[src/rtl/touch_sample_conditioner_unit_assert.svh]
// assertion macros shared by the touch sample conditioner rtl
`ifndef TOUCH_SAMPLE_CONDITIONER_UNIT_ASSERT_SVH
`define TOUCH_SAMPLE_CONDITIONER_UNIT_ASSERT_SVH

// same-cycle implication under synchronous active-low reset
`define TSCOND_ASSERT_NOW(label, clk, rst_n, ante, cons) \
    label: assert property (@(posedge clk) disable iff (!(rst_n)) (ante) |-> (cons)) \
        else $error("tscond assertion failed");

// next-cycle implication under synchronous active-low reset
`define TSCOND_ASSERT_NEXT(label, clk, rst_n, ante, cons) \
    label: assert property (@(posedge clk) disable iff (!(rst_n)) (ante) |=> (cons)) \
        else $error("tscond assertion failed");

`endif

[src/rtl/tscond_pkg.sv]
// shared types, constants and control structs of the touch sample conditioner
package tscond_pkg;

    localparam int CoordW     = 12;
    localparam int PressW     = 9;
    localparam int PlateW     = 16;
    localparam int TimerW     = 16;
    localparam int ProdW      = 32;
    localparam int DivSteps   = ProdW;
    localparam int DivCntW    = $clog2(DivSteps);
    localparam int RoundShift = 12;
    localparam int RoundBias  = 2047;
    localparam int PressMax   = 511;
    localparam int CfgIdxW    = 3;
    localparam int CfgDataW   = 16;
    localparam int ReduceSh   = 4;

    localparam logic [CoordW-1:0] CoordMax      = {CoordW{1'b1}};
    localparam logic [TimerW-1:0] ReleaseTicksRst = TimerW'(50);

    typedef enum logic [CfgIdxW-1:0] {
        CFG_SWAP_AXES     = 3'd0,
        CFG_FLIP_X        = 3'd1,
        CFG_FLIP_Y        = 3'd2,
        CFG_REDUCE_8BIT   = 3'd3,
        CFG_PLATE_RES     = 3'd4,
        CFG_RELEASE_TICKS = 3'd5
    } t_cfg_reg;

    typedef enum logic {
        REQ_SAMPLE = 1'b0,
        REQ_TICK   = 1'b1
    } t_req;

    typedef struct packed {
        logic              req_type;
        logic              pen_is_down;
        logic              x_ready;
        logic              y_ready;
        logic              z1_ready;
        logic              z2_ready;
        logic [CoordW-1:0] x_sample;
        logic [CoordW-1:0] y_sample;
        logic [CoordW-1:0] z1_sample;
        logic [CoordW-1:0] z2_sample;
    } t_in_word;

    typedef struct packed {
        logic              touch_state;
        logic              touch_changed;
        logic              axis_x_valid;
        logic [CoordW-1:0] axis_x_value;
        logic              axis_y_valid;
        logic [CoordW-1:0] axis_y_value;
        logic              pressure_valid;
        logic [PressW-1:0] pressure_value;
    } t_out_word;

    typedef enum logic [2:0] {
        ST_IDLE,
        ST_MUL1,
        ST_MUL2,
        ST_DIV,
        ST_ROUND,
        ST_PUSH
    } t_state;

    typedef struct packed {
        logic in_ready;
        logic load;
        logic mul1;
        logic mul2;
        logic div_step;
        logic round;
        logic push;
    } t_cmd;

    typedef struct packed {
        logic in_valid;
        logic need_press;
        logic base_any;
        logic div_last;
        logic press_ok;
        logic res_any;
        logic out_free;
    } t_status;

endpackage

[src/rtl/tscond_in_if.sv]
// input channel interface carrying one touch request word
interface tscond_in_if;
    logic                 valid;
    logic                 ready;
    tscond_pkg::t_in_word data;

    modport source (output valid, output data, input ready);
    modport sink (input valid, input data, output ready);
endinterface

[src/rtl/tscond_out_if.sv]
// output channel interface carrying one touch report word
interface tscond_out_if;
    logic                  valid;
    logic                  ready;
    tscond_pkg::t_out_word data;

    modport source (output valid, output data, input ready);
    modport sink (input valid, input data, output ready);
endinterface

[src/rtl/tscond_ctrl.sv]
// controller state machine sequencing load, multiply, divide, round and push
module tscond_ctrl (
    input  logic                i_clk,
    input  logic                i_rst_n,
    input  tscond_pkg::t_status i_status,
    output tscond_pkg::t_cmd    o_cmd
);

    tscond_pkg::t_state r_state;
    tscond_pkg::t_state n_state;

    always_ff @(posedge i_clk) begin
        if (!i_rst_n) begin
            r_state <= tscond_pkg::ST_IDLE;
        end else begin
            r_state <= n_state;
        end
    end

    always_comb begin
        n_state = r_state;
        unique case (r_state)
            tscond_pkg::ST_IDLE: begin
                if (i_status.in_valid) begin
                    if (i_status.need_press) begin
                        n_state = tscond_pkg::ST_MUL1;
                    end else if (i_status.base_any) begin
                        n_state = tscond_pkg::ST_PUSH;
                    end
                end
            end
            tscond_pkg::ST_MUL1: n_state = tscond_pkg::ST_MUL2;
            tscond_pkg::ST_MUL2: n_state = tscond_pkg::ST_DIV;
            tscond_pkg::ST_DIV: begin
                if (i_status.div_last) begin
                    n_state = tscond_pkg::ST_ROUND;
                end
            end
            tscond_pkg::ST_ROUND: begin
                if (i_status.press_ok || i_status.res_any) begin
                    n_state = tscond_pkg::ST_PUSH;
                end else begin
                    n_state = tscond_pkg::ST_IDLE;
                end
            end
            tscond_pkg::ST_PUSH: begin
                if (i_status.out_free) begin
                    n_state = tscond_pkg::ST_IDLE;
                end
            end
            default: n_state = tscond_pkg::ST_IDLE;
        endcase
    end

    always_comb begin
        o_cmd = '0;
        unique case (r_state)
            tscond_pkg::ST_IDLE: begin
                o_cmd.in_ready = 1'b1;
                o_cmd.load     = i_status.in_valid;
            end
            tscond_pkg::ST_MUL1:  o_cmd.mul1     = 1'b1;
            tscond_pkg::ST_MUL2:  o_cmd.mul2     = 1'b1;
            tscond_pkg::ST_DIV:   o_cmd.div_step = 1'b1;
            tscond_pkg::ST_ROUND: o_cmd.round    = 1'b1;
            tscond_pkg::ST_PUSH:  o_cmd.push     = i_status.out_free;
            default: o_cmd = '0;
        endcase
    end

endmodule

[src/rtl/tscond_datapath.sv]
// datapath: config, pen and timer state, axis mapping, pressure unit, output register
module tscond_datapath (
    input  logic                            i_clk,
    input  logic                            i_rst_n,
    input  logic                            i_cfg_we,
    input  logic [tscond_pkg::CfgIdxW-1:0]  i_cfg_idx,
    input  logic [tscond_pkg::CfgDataW-1:0] i_cfg_data,
    input  tscond_pkg::t_in_word            i_in_data,
    input  logic                            i_in_valid,
    input  logic                            i_out_ready,
    input  tscond_pkg::t_cmd                i_cmd,
    output tscond_pkg::t_status             o_status,
    output logic                            o_out_valid,
    output tscond_pkg::t_out_word           o_out_data
);

    localparam int CW = tscond_pkg::CoordW;
    localparam int PW = tscond_pkg::ProdW;
    localparam int QW = PW - tscond_pkg::RoundShift;

    // configuration
    logic                          r_swap;
    logic                          r_flip_x;
    logic                          r_flip_y;
    logic                          r_reduce;
    logic [tscond_pkg::PlateW-1:0] r_plate;
    logic [tscond_pkg::TimerW-1:0] r_rel_ticks;

    // pen state
    logic                          r_pen_down;
    logic [tscond_pkg::TimerW-1:0] r_timer;
    logic                          r_armed;

    // pressure unit
    logic [PW-1:0]                 r_prod;
    logic [CW-1:0]                 r_x;
    logic [CW-1:0]                 r_z1;
    logic [CW-1:0]                 r_rem;
    logic [tscond_pkg::DivCntW-1:0] r_cnt;

    // pending and output words
    tscond_pkg::t_out_word         r_res;
    logic                          r_any;
    tscond_pkg::t_out_word         r_out;
    logic                          r_out_vld;

    function automatic logic [CW-1:0] axis_map(input logic [CW-1:0] v, input logic flip,
                                               input logic reduce);
        logic [CW-1:0] r;
        r = flip ? (tscond_pkg::CoordMax - v) : v;
        if (reduce) begin
            r = r >> tscond_pkg::ReduceSh;
        end
        return r;
    endfunction

    logic                  is_tick;
    logic [CW-1:0]         xs;
    logic [CW-1:0]         ys;
    logic [CW-1:0]         vx;
    logic [CW-1:0]         vy;
    logic                  expire;
    logic                  smp_any;
    tscond_pkg::t_out_word smp_word;
    tscond_pkg::t_out_word exp_word;
    logic [PW-1:0]         diff;
    logic [CW+PW-1:0]      mul1_full;
    logic [tscond_pkg::PlateW+PW-1:0] mul2_full;
    logic [CW:0]           trial;
    logic [CW:0]           trial_sub;
    logic                  trial_ge;
    logic [PW-1:0]         rnd_sum;
    logic [QW-1:0]         p_val;
    logic                  p_ok;
    logic [tscond_pkg::PressW-1:0] p_out;

    assign is_tick = (i_in_data.req_type == tscond_pkg::REQ_TICK);
    assign xs      = i_in_data.x_ready ? i_in_data.x_sample : '0;
    assign ys      = i_in_data.y_ready ? i_in_data.y_sample : '0;
    assign vx      = axis_map(xs, r_swap ? r_flip_y : r_flip_x, r_reduce);
    assign vy      = axis_map(ys, r_swap ? r_flip_x : r_flip_y, r_reduce);
    assign expire  = r_armed && (r_timer <= tscond_pkg::TimerW'(1));
    assign smp_any = (i_in_data.pen_is_down != r_pen_down) || i_in_data.x_ready
                     || i_in_data.y_ready;

    always_comb begin
        smp_word               = '0;
        smp_word.touch_state   = i_in_data.pen_is_down;
        smp_word.touch_changed = (i_in_data.pen_is_down != r_pen_down);
        if (r_swap) begin
            smp_word.axis_y_valid = i_in_data.x_ready;
            smp_word.axis_y_value = i_in_data.x_ready ? vx : '0;
            smp_word.axis_x_valid = i_in_data.y_ready;
            smp_word.axis_x_value = i_in_data.y_ready ? vy : '0;
        end else begin
            smp_word.axis_x_valid = i_in_data.x_ready;
            smp_word.axis_x_value = i_in_data.x_ready ? vx : '0;
            smp_word.axis_y_valid = i_in_data.y_ready;
            smp_word.axis_y_value = i_in_data.y_ready ? vy : '0;
        end
        exp_word                = '0;
        exp_word.touch_changed  = 1'b1;
        exp_word.pressure_valid = 1'b1;
    end

    // 32-bit wrapping difference, then two truncated products
    assign diff      = PW'(i_in_data.z2_sample) - PW'(i_in_data.z1_sample);
    assign mul1_full = r_prod * r_x;
    assign mul2_full = r_prod * r_plate;

    // restoring divide, one quotient bit per cycle shifted into r_prod
    assign trial     = {r_rem, r_prod[PW-1]};
    assign trial_sub = trial - {1'b0, r_z1};
    assign trial_ge  = (trial >= {1'b0, r_z1});

    assign rnd_sum = r_prod + PW'(tscond_pkg::RoundBias);
    assign p_val   = rnd_sum[PW-1:tscond_pkg::RoundShift];
    assign p_ok    = (p_val < QW'(tscond_pkg::PressMax + 1));
    assign p_out   = tscond_pkg::PressW'(tscond_pkg::PressMax) - p_val[tscond_pkg::PressW-1:0];

    always_comb begin
        o_status            = '0;
        o_status.in_valid   = i_in_valid;
        o_status.need_press = !is_tick && i_in_data.x_ready && i_in_data.z1_ready
                              && i_in_data.z2_ready && (i_in_data.x_sample != '0)
                              && (i_in_data.z1_sample != '0);
        o_status.base_any   = is_tick ? expire : smp_any;
        o_status.div_last   = (r_cnt == tscond_pkg::DivCntW'(tscond_pkg::DivSteps - 1));
        o_status.press_ok   = p_ok;
        o_status.res_any    = r_any;
        o_status.out_free   = !r_out_vld || i_out_ready;
    end

    always_ff @(posedge i_clk) begin
        if (!i_rst_n) begin
            r_swap      <= 1'b0;
            r_flip_x    <= 1'b0;
            r_flip_y    <= 1'b0;
            r_reduce    <= 1'b1;
            r_plate     <= '0;
            r_rel_ticks <= tscond_pkg::ReleaseTicksRst;
        end else if (i_cfg_we) begin
            unique case (tscond_pkg::t_cfg_reg'(i_cfg_idx))
                tscond_pkg::CFG_SWAP_AXES:     r_swap      <= i_cfg_data[0];
                tscond_pkg::CFG_FLIP_X:        r_flip_x    <= i_cfg_data[0];
                tscond_pkg::CFG_FLIP_Y:        r_flip_y    <= i_cfg_data[0];
                tscond_pkg::CFG_REDUCE_8BIT:   r_reduce    <= i_cfg_data[0];
                tscond_pkg::CFG_PLATE_RES:     r_plate     <= i_cfg_data[tscond_pkg::PlateW-1:0];
                tscond_pkg::CFG_RELEASE_TICKS: r_rel_ticks <= i_cfg_data[tscond_pkg::TimerW-1:0];
                default: ;
            endcase
        end
    end

    always_ff @(posedge i_clk) begin
        if (!i_rst_n) begin
            r_pen_down <= 1'b0;
            r_timer    <= '0;
            r_armed    <= 1'b0;
        end else if (i_cmd.load) begin
            if (is_tick) begin
                if (r_armed) begin
                    if (expire) begin
                        r_timer    <= '0;
                        r_armed    <= 1'b0;
                        r_pen_down <= 1'b0;
                    end else begin
                        r_timer <= r_timer - tscond_pkg::TimerW'(1);
                    end
                end
            end else begin
                r_pen_down <= i_in_data.pen_is_down;
                r_armed    <= i_in_data.pen_is_down;
                r_timer    <= i_in_data.pen_is_down ? r_rel_ticks : '0;
            end
        end
    end

    always_ff @(posedge i_clk) begin
        if (i_cmd.load) begin
            r_prod <= diff;
            r_x    <= i_in_data.x_sample;
            r_z1   <= i_in_data.z1_sample;
            r_res  <= is_tick ? exp_word : smp_word;
        end else if (i_cmd.mul1) begin
            r_prod <= mul1_full[PW-1:0];
        end else if (i_cmd.mul2) begin
            r_prod <= mul2_full[PW-1:0];
            r_rem  <= '0;
        end else if (i_cmd.div_step) begin
            r_prod <= {r_prod[PW-2:0], trial_ge};
            r_rem  <= trial_ge ? trial_sub[CW-1:0] : trial[CW-1:0];
        end else if (i_cmd.round) begin
            r_res.pressure_valid <= p_ok;
            r_res.pressure_value <= p_ok ? p_out : '0;
        end
    end

    always_ff @(posedge i_clk) begin
        if (!i_rst_n) begin
            r_any <= 1'b0;
            r_cnt <= '0;
        end else begin
            if (i_cmd.load) begin
                r_any <= is_tick ? expire : smp_any;
            end else if (i_cmd.round) begin
                r_any <= r_any || p_ok;
            end
            if (i_cmd.mul2) begin
                r_cnt <= '0;
            end else if (i_cmd.div_step) begin
                r_cnt <= r_cnt + tscond_pkg::DivCntW'(1);
            end
        end
    end

    always_ff @(posedge i_clk) begin
        if (!i_rst_n) begin
            r_out_vld <= 1'b0;
        end else if (i_cmd.push) begin
            r_out_vld <= 1'b1;
        end else if (i_out_ready) begin
            r_out_vld <= 1'b0;
        end
    end

    always_ff @(posedge i_clk) begin
        if (i_cmd.push) begin
            r_out <= r_res;
        end
    end

    assign o_out_valid = r_out_vld;
    assign o_out_data  = r_out;

endmodule

[src/rtl/touch_sample_conditioner_unit.sv]
// top level of the touch sample conditioner: controller, datapath and assertions
//
//  channel   dir  handshake      word
//  i_in      in   valid/ready    tscond_pkg::t_in_word (sample event or tick)
//  o_out     out  valid/ready    tscond_pkg::t_out_word (touch report)
//  i_cfg_*   in   write enable   register index and 16-bit data
//
// tick, or sample without full pressure data: accepted in idle, posted from push if it reports
// sample with pressure: MUL1, MUL2, the 32-step restoring divider and ROUND, then PUSH
//   if the word reports anything; the push state waits until the output register is free
// reset is synchronous, active low; config takes its reset values, no clearing pass
// a finished word waits in the output register while the next word is accepted;
//   a second word waits in the push state until the output register frees up
module touch_sample_conditioner_unit (
    input  logic                            i_clk,
    input  logic                            i_rst_n,
    input  logic                            i_cfg_we,
    input  logic [tscond_pkg::CfgIdxW-1:0]  i_cfg_idx,
    input  logic [tscond_pkg::CfgDataW-1:0] i_cfg_data,
    tscond_in_if.sink                       i_in,
    tscond_out_if.source                    o_out
);

    tscond_pkg::t_cmd    cmd;
    tscond_pkg::t_status status;

    tscond_ctrl u_ctrl (
        .i_clk    (i_clk),
        .i_rst_n  (i_rst_n),
        .i_status (status),
        .o_cmd    (cmd)
    );

    tscond_datapath u_datapath (
        .i_clk       (i_clk),
        .i_rst_n     (i_rst_n),
        .i_cfg_we    (i_cfg_we),
        .i_cfg_idx   (i_cfg_idx),
        .i_cfg_data  (i_cfg_data),
        .i_in_data   (i_in.data),
        .i_in_valid  (i_in.valid),
        .i_out_ready (o_out.ready),
        .i_cmd       (cmd),
        .o_status    (status),
        .o_out_valid (o_out.valid),
        .o_out_data  (o_out.data)
    );

    assign i_in.ready = cmd.in_ready;

`include "touch_sample_conditioner_unit_assert.svh"

    // a word that needs the pressure unit blocks the input on the next cycle
    `TSCOND_ASSERT_NEXT(a_press_blocks_in, i_clk, i_rst_n, cmd.load && status.need_press, !i_in.ready)
    // a push always leaves a valid word in the output register
    `TSCOND_ASSERT_NEXT(a_push_fills_out, i_clk, i_rst_n, cmd.push, o_out.valid)
    // a word with nothing to report returns straight to accepting
    `TSCOND_ASSERT_NEXT(a_silent_idle, i_clk, i_rst_n, cmd.load && !status.need_press && !status.base_any, i_in.ready)
    // the divider is only stepped while a pressure word is in flight
    `TSCOND_ASSERT_NOW(a_div_no_in, i_clk, i_rst_n, cmd.div_step, !i_in.ready && !cmd.push)

endmodule

[src/flat_wrapper.sv]
// flat-port wrapper written by rule: the top's interface ports become plain ports
module touch_sample_conditioner_unit_flat 
  (i_clk, i_rst_n, i_cfg_we, i_cfg_idx, i_cfg_data, i_in_valid, i_in_data, i_in_ready, o_out_valid, o_out_data, o_out_ready);
  tscond_in_if i_in_i ();
  tscond_out_if o_out_i ();
  input  logic i_clk;
  input  logic i_rst_n;
  input  logic i_cfg_we;
  input  logic [tscond_pkg::CfgIdxW-1:0] i_cfg_idx;
  input  logic [tscond_pkg::CfgDataW-1:0] i_cfg_data;
  input wire logic [$bits(i_in_i.valid)-1:0] i_in_valid;
  input wire logic [$bits(i_in_i.data)-1:0] i_in_data;
  output wire logic [$bits(i_in_i.ready)-1:0] i_in_ready;
  output wire logic [$bits(o_out_i.valid)-1:0] o_out_valid;
  output wire logic [$bits(o_out_i.data)-1:0] o_out_data;
  input wire logic [$bits(o_out_i.ready)-1:0] o_out_ready;
  assign i_in_i.valid = i_in_valid;
  assign i_in_i.data = i_in_data;
  assign i_in_ready = i_in_i.ready;
  assign o_out_valid = o_out_i.valid;
  assign o_out_data = o_out_i.data;
  assign o_out_i.ready = o_out_ready;
  touch_sample_conditioner_unit u_core (.i_clk(i_clk), .i_rst_n(i_rst_n), .i_cfg_we(i_cfg_we), .i_cfg_idx(i_cfg_idx), .i_cfg_data(i_cfg_data), .i_in(i_in_i), .o_out(o_out_i));
endmodule
[config.mk]
export PLATFORM = sky130hd
export DESIGN_NAME = touch_sample_conditioner_unit_flat
export DESIGN_NICKNAME = d
export VERILOG_FILES = /design/src/rtl/tscond_pkg.sv /design/src/rtl/tscond_in_if.sv /design/src/rtl/tscond_out_if.sv /design/src/rtl/tscond_ctrl.sv /design/src/rtl/tscond_datapath.sv /design/src/rtl/touch_sample_conditioner_unit.sv /design/src/flat_wrapper.sv
export VERILOG_INCLUDE_DIRS = /design/src /design/src/rtl
export SDC_FILE = /design/constraint.sdc
export NUM_CORES = 2
export LEC_CHECK = 0
export BUFFER_PORTS_ARGS = -buffer_cell sky130_fd_sc_hd__buf_4
export CAP_MARGIN = 20
export CORE_MARGIN = 2
export CORE_UTILIZATION = 45
export CTS_BUF_LIST = sky130_fd_sc_hd__clkbuf_8
export CTS_CLUSTER_DIAMETER = 100
export DETAILED_ROUTE_END_ITERATION = 10
export GPL_TIMING_DRIVEN = 0
export PLACE_DENSITY = 0.59
export SYNTH_ARGS = -nofsm -noshare
export SYNTH_HDL_FRONTEND = slang
export SYNTH_SLANG_ARGS = --single-unit
[constraint.sdc]
create_clock -name i_clk -period 8.62 [get_ports i_clk]
set_input_delay 0.862 -clock i_clk [delete_from_list [all_inputs] [get_ports i_clk]]
set_output_delay 0.862 -clock i_clk [all_outputs]
set_load 0.01 [all_outputs]
Word level (Yosys, flattened, before mapping)
Cells that the tools add are included.
Word-level totals
  register bits after elaboration: 208
  bits in latches: 0
  memory bits (writable): 0
  ROM bits: 0
  input bits: 78
  output and inout port bits: 40
  memories kept: 0
Cells by class
  add/subtract/negate cells: 8
  $mul: 2
  div/mod/pow operators: 0
  order comparisons: 3
  equal/unequal tests: 21
  shift operators: 0
  muxes and demuxes: 52
  bitwise gates (word level): 3
  reductions and logical operators: 32
Operators with widths (count)
  32-bit 2-to-1 mux: 4
  12-bit 2-to-1 mux: 10
  16-bit 2-to-1 mux: 4
  10-bit 2-to-1 mux: 6
  32-bit by 11-bit adder with 32-bit output, second input constant: 1
  32-bit by 12-bit multiplier with 32-bit output: 1
  32-bit by 16-bit multiplier with 32-bit output: 1
  26-bit 2-to-1 mux: 1
  12-bit nonzero test: 2
  12-bit subtractor, first input constant: 2
  20-bit by 10-bit < comparator with 1-bit output, second input constant: 1
  1-bit 2-to-1 mux: 18
  3-bit 2-to-1 mux: 6
  3-bit one-hot mux with 6 select lines: 1
  16-bit by 1-bit less-or-equal comparator with 1-bit output, second input constant: 1
  16-bit by 1-bit subtractor with 16-bit output, second input constant: 1
  2-bit AND reduction: 7
  13-bit by 12-bit >= comparator with 1-bit output: 1
  12-bit by 12-bit subtractor with 13-bit output: 1
  3-bit by 2-bit == test with 1-bit output, second input constant: 4
  3-bit == test, second input constant: 4
  2-bit by 1-bit != test with 1-bit output, second input constant: 6
  12-bit subtractor: 1
  9-bit 2-to-1 mux: 1
  18 further kinds: 36

Depth between registers and ports, before layout
  depth after elaboration: 9
  depth in mapped cells: 26
  depth with buffers taken out: 23

Cells and area by module
A second synthesis with hierarchy kept.
Unflattened totals
  cell total of the unflattened synthesis: 3487
  area, all modules: 31258.7 um^2
Modules (own cells, without submodules)
  tscond_datapath: instances 1, cells an instance 3453, area an instance 30999.7 um^2, seq. area each 5545.3 um^2
  tscond_ctrl: instances 1, cells an instance 34, area an instance 259.0 um^2, seq. area each 60.1 um^2

Least setup slack after synthesis
Ideal clock, no wire load.
  kind: register -> register
  start: register u_core.u_datapath.r_prod[19]
  end: register u_core.u_datapath.r_prod[31] (data pin)
  library setup time: 270 ps
  arrival: 6226 ps
  slack: 2124 ps
  cell stages (with the launch flop): 27
  path buffers: 3
  clock period less this slack: 6496 ps
  path through: edfxtp_1 > clkbuf_1 > clkbuf_1 > nand2_1 > fa_1 > inv_1 > fa_1 > inv_1 > fa_1 > inv_1 > fa_1 > fa_1 > inv_1 > fa_1 > inv_1 > ha_1 > clkbuf_1 > nand4_1 > or3_1 > or3_1 > a21oi_1 > or4_1 > a31o_2 > a41oi_2 > mux2i_1 > o21a_1 > o21ai_1
On the way
  word-level cells in the longest chain between the ends: 4
  elaborated cells between the ends (all ways): 5
Ends and longest elaborated chain
  start, declared: line tscond_datapath.sv:35  | logic [PW-1:0] r_prod;
  start signal, assigned: line tscond_datapath.sv:181  | r_prod <= diff;
  start signal, assigned: line tscond_datapath.sv:186  | r_prod <= mul1_full[PW-1:0];
  start signal, assigned: line tscond_datapath.sv:188  | r_prod <= mul2_full[PW-1:0];
  32-bit by 16-bit multiplier with 32-bit output: line tscond_datapath.sv:109  | assign mul2_full = r_prod * r_plate;
  32-bit 2-to-1 mux: line tscond_datapath.sv:187  | end else if (i_cmd.mul2) begin
  32-bit 2-to-1 mux (*): line tscond_datapath.sv:185  | end else if (i_cmd.mul1) begin
  32-bit 2-to-1 mux (*): line tscond_datapath.sv:180  | if (i_cmd.load) begin
Every way passes the cells marked *; elsewhere a longest branch is shown, timed or not.
A chain may end at the register's enable or synchronous reset.

Final worst setup path
  start: register u_core.u_datapath.r_plate[3] (netlist bit)
  end: register u_core.u_datapath.r_prod[29] (data pin)
On the way
  word-level cells in the longest chain between the ends: 4
Ends and longest elaborated chain
  start, declared: line tscond_datapath.sv:26  | logic [tscond_pkg::PlateW-1:0] r_plate;
  start signal, assigned: line tscond_datapath.sv:148  | tscond_pkg::CFG_PLATE_RES: r_plate <= i_cfg_data[tscond_pkg::PlateW-1:0];
  32-bit by 16-bit multiplier with 32-bit output: line tscond_datapath.sv:109
  32-bit 2-to-1 mux: line tscond_datapath.sv:187
  32-bit 2-to-1 mux: line tscond_datapath.sv:185
  32-bit 2-to-1 mux: line tscond_datapath.sv:180
Every way passes these cells.

==> results.sh <==
export IMPL_ys_ff_latch=208
export IMPL_start_kind="flip-flop"
export IMPL_clkLatencyLatePin_ns=0.58
export IMPL_path_clk_slew_ns=0.08
export IMPL_cts_max_path_buffers=3
export IMPL_synth_nets=4238
export IMPL_antenna_found_initial=3
export IMPL_dp_hpwl_um=80860
export IMPL_synth_ff_type="edfxtp_1"
export IMPL_finalCritPeriodShare_pct=99.86
export IMPL_cts_buffers=30
export IMPL_grt_pass1_vias=25310
export IMPL_design_area_um2=33730
export IMPL_core_area_um2=68470
export IMPL_clock_sinks=208
export IMPL_drv_cap=0
export IMPL_drtIter0Drc=2141
export IMPL_via_per_inst=5.460
export IMPL_synth_warnings=0
export IMPL_cp_end_kind="flip-flop"
export IMPL_synthCells=3473
export IMPL_synthArstFlopShare_pct=0
export IMPL_rsz0062_at_grt="yes"
export IMPL_worst_r2r_cell_count=26
export IMPL_wl_per_cell_um=22.31
export IMPL_port_buffers=116
export IMPL_place_congestion=0.9519
export IMPL_grt_pass1_wl_um=155000
export IMPL_dieArea_um2=71230
export IMPL_wl_um=101000
export IMPL_timing_slew_headroom_pct=21.70
export IMPL_io_pins=118
export IMPL_maxSlewViolCount=0
export IMPL_status="finished clean"
export IMPL_arrival_ns=8.90
export IMPL_crit_type="reg2reg"
export IMPL_ys_seq_area_share_pct=18.02
export IMPL_holdWs_ns=0.4011
export IMPL_area_delta_synth_final_pct=8.452
export IMPL_rows=96
export IMPL_dieHeight_um=266.9
export IMPL_cts_tree="done"
export IMPL_synth_cell_types=74
export IMPL_syn_area_per_cell_um2=8.955
export IMPL_place_area_um2=33140
export IMPL_synthesis_area_um2=31100
export IMPL_synth_area_leaders="fa_1 35%, edfxtp_1 14%, nand2_1 7.6%"
export IMPL_setup_violations=0
export IMPL_drc=0
export IMPL_tightest_slew_ns=1.175
export IMPL_overflow=0
export IMPL_drive_above_1_share_pct=5.351
export IMPL_clock_skew_ns=0.02433
export IMPL_fin_nets=4387
export IMPL_htreeDepth=1
export IMPL_grt_max_degree=62
export IMPL_required_ns=8.91
export IMPL_track_usage_pct=29.17
export IMPL_synth_area_leader_cell="fa_1"
export IMPL_drtPass1Iterations=6
export IMPL_die_w_um=266.9
export IMPL_hp_class="reg2reg"
export IMPL_synth_edf_count=144
export IMPL_netlist_area_leader_share_pct=35.08
export IMPL_cp_max_fo=10
export IMPL_min_path_cells=0
export IMPL_cts_root_buffer="clkbuf_8"
export IMPL_hold_viol=0
export IMPL_fin_crit_ns=8.608
export IMPL_fmax_ghz=0.1162
export IMPL_initial_utilization_pct=45.43
export IMPL_vias=24720
export IMPL_detail_route_antenna_nets=0
## logic make-up (layout without fill, tap and decap cells)
logic type	after synthesis	count (layout)	synth area share [%]
AND/OR/NAND/NOR	1178	1178	17.46
adder cells (fa/ha/maj)	687	687	40.79
buffers and inverters	826	997	9.973
multiplexers	29	29	0.9333
flip-flops	208	208	18.02
AO/OA/AOI/OAI	405	405	8.879
other	0	1	0
XOR/XNOR	140	140	3.943
## state kept, by name, indices dropped and copies added (netlist names)
signal	count
u_core.u_datapath.r_rel_ticks	16
u_core.u_datapath.r_any	1
u_core.u_datapath.r_swap	1
u_core.u_datapath.r_rem	12
u_core.u_datapath.r_z1	12
u_core.u_datapath.o_out_data	38
u_core.u_datapath.r_x	12
u_core.u_datapath.r_flip_x	1
u_core.u_datapath.r_flip_y	1
u_core.u_datapath.r_plate	16
u_core.u_datapath.r_pen_down	1
u_core.u_ctrl.r_state	3
u_core.u_datapath.o_out_valid	1
u_core.u_datapath.r_timer	16
u_core.u_datapath.r_res	38
u_core.u_datapath.r_armed	1
u_core.u_datapath.r_reduce	1
u_core.u_datapath.r_prod	32
u_core.u_datapath.r_cnt	5
## placed cells by master (no fill, tap or decap), drive strengths merged, types with 45 or more instances in the layout
master / instances
dfxtp: 64
xor2: 45
nand2: 627
nor2: 125
a21oi: 82
ha: 142
o21ai: 94
clkbuf: 229
buf: 128
edfxtp: 144
and2: 250
fa: 545
xnor2: 95
inv: 628
## per-layer routing
metal | up-vias | part of all wire, % | GRT usage, %
met5 | - | 0 | 0
met4 | 0 | 4.2 | 10.45
met3 | 200 | 7.2 | 4.428
met2 | 940 | 46 | 47.03
met1 | 12520 | 42 | 40.02
li1 | 11060 | - | -
## worst paths after layout
kind	slack (ns)	from	to
worst min register to register	0.40	u_core.u_datapath.r_res[8]	u_core.u_datapath.o_out_data[8]
worst max-delay path	0.01	u_core.u_datapath.r_plate[3]	u_core.u_datapath.r_prod[29]
worst min-delay path	0.40	u_core.u_datapath.r_res[8]	u_core.u_datapath.o_out_data[8]
worst max register to register	0.01	u_core.u_datapath.r_plate[3]	u_core.u_datapath.r_prod[29]
## stage by stage
stage                     setup slack (ns)  utilization [%]  TNS [ns]  std cells
after CTS                           0.2035            49.25         0       4527
after detailed placement            0.2394            48.40         0       4473
final                              0.01197            49.27         0       4527
after floorplan                      2.124                -         0       3473
after global routing              -0.01533            49.26  -0.01533       4526
after global placement              0.1638            48.31         0       4471
## worst max-delay path, stage by stage, from the launching register on
cell and delay (ns):
dfxtp_1 0.50, clkbuf_1 0.85, clkbuf_1 0.58, nand2_1 0.14, fa_1 0.51, inv_1 0.06, fa_1 0.52, inv_1 0.05
fa_1 0.49, inv_1 0.05, fa_1 0.52, fa_1 0.50, inv_1 0.05, fa_1 0.47, inv_1 0.04, ha_1 0.26
clkbuf_1 0.26, nand4_1 0.24, or3_1 0.39, or3_1 0.35, a21oi_1 0.24, or4_1 0.26, a31o_2 0.23, a21o_1 0.13
a21oi_1 0.07, xor2_1 0.39, o211ai_1 0.15
## synth_stat cells (14+ instances only)
master	count
a31oi_1	32
xor2_1	45
nor2b_1	21
a21oi_1	79
and2_1	250
a21o_1	27
nor4_1	15
a21boi_0	37
o21ai_0	81
nand2_1	627
nand3_1	43
clkbuf_1	197
dfxtp_1	64
ha_1	142
mux2i_1	29
xnor2_1	95
edfxtp_1	144
nor3_1	33
inv_1	618
nand2b_1	14
fa_1	545
nor2_1	125
## repair_timing
item | 4_1_cts | 5_1_grt
resized for setup | 0 | 11
setup buffers | 0 | 0
endpoints found under the setup margin | 0 | 3
hold buffers | 0 | 0
## final cells by class
cell class	count	area [um^2]
Timing Repair Buffer	118	918.4
Antenna cell	1	2.502
Buffer	206	789.5
Fill cell	6652	34740
Clock buffer	34	467.9
Multi-Input combinational cell	2439	22400
Tap cell	882	1104
Clock inverter	20	115.1
Inverter	619	2323
Sequential cell	208	5605
Power is not shown: default switching activity piles up to over one toggle a cycle in this logic, so the estimate is an artifact.
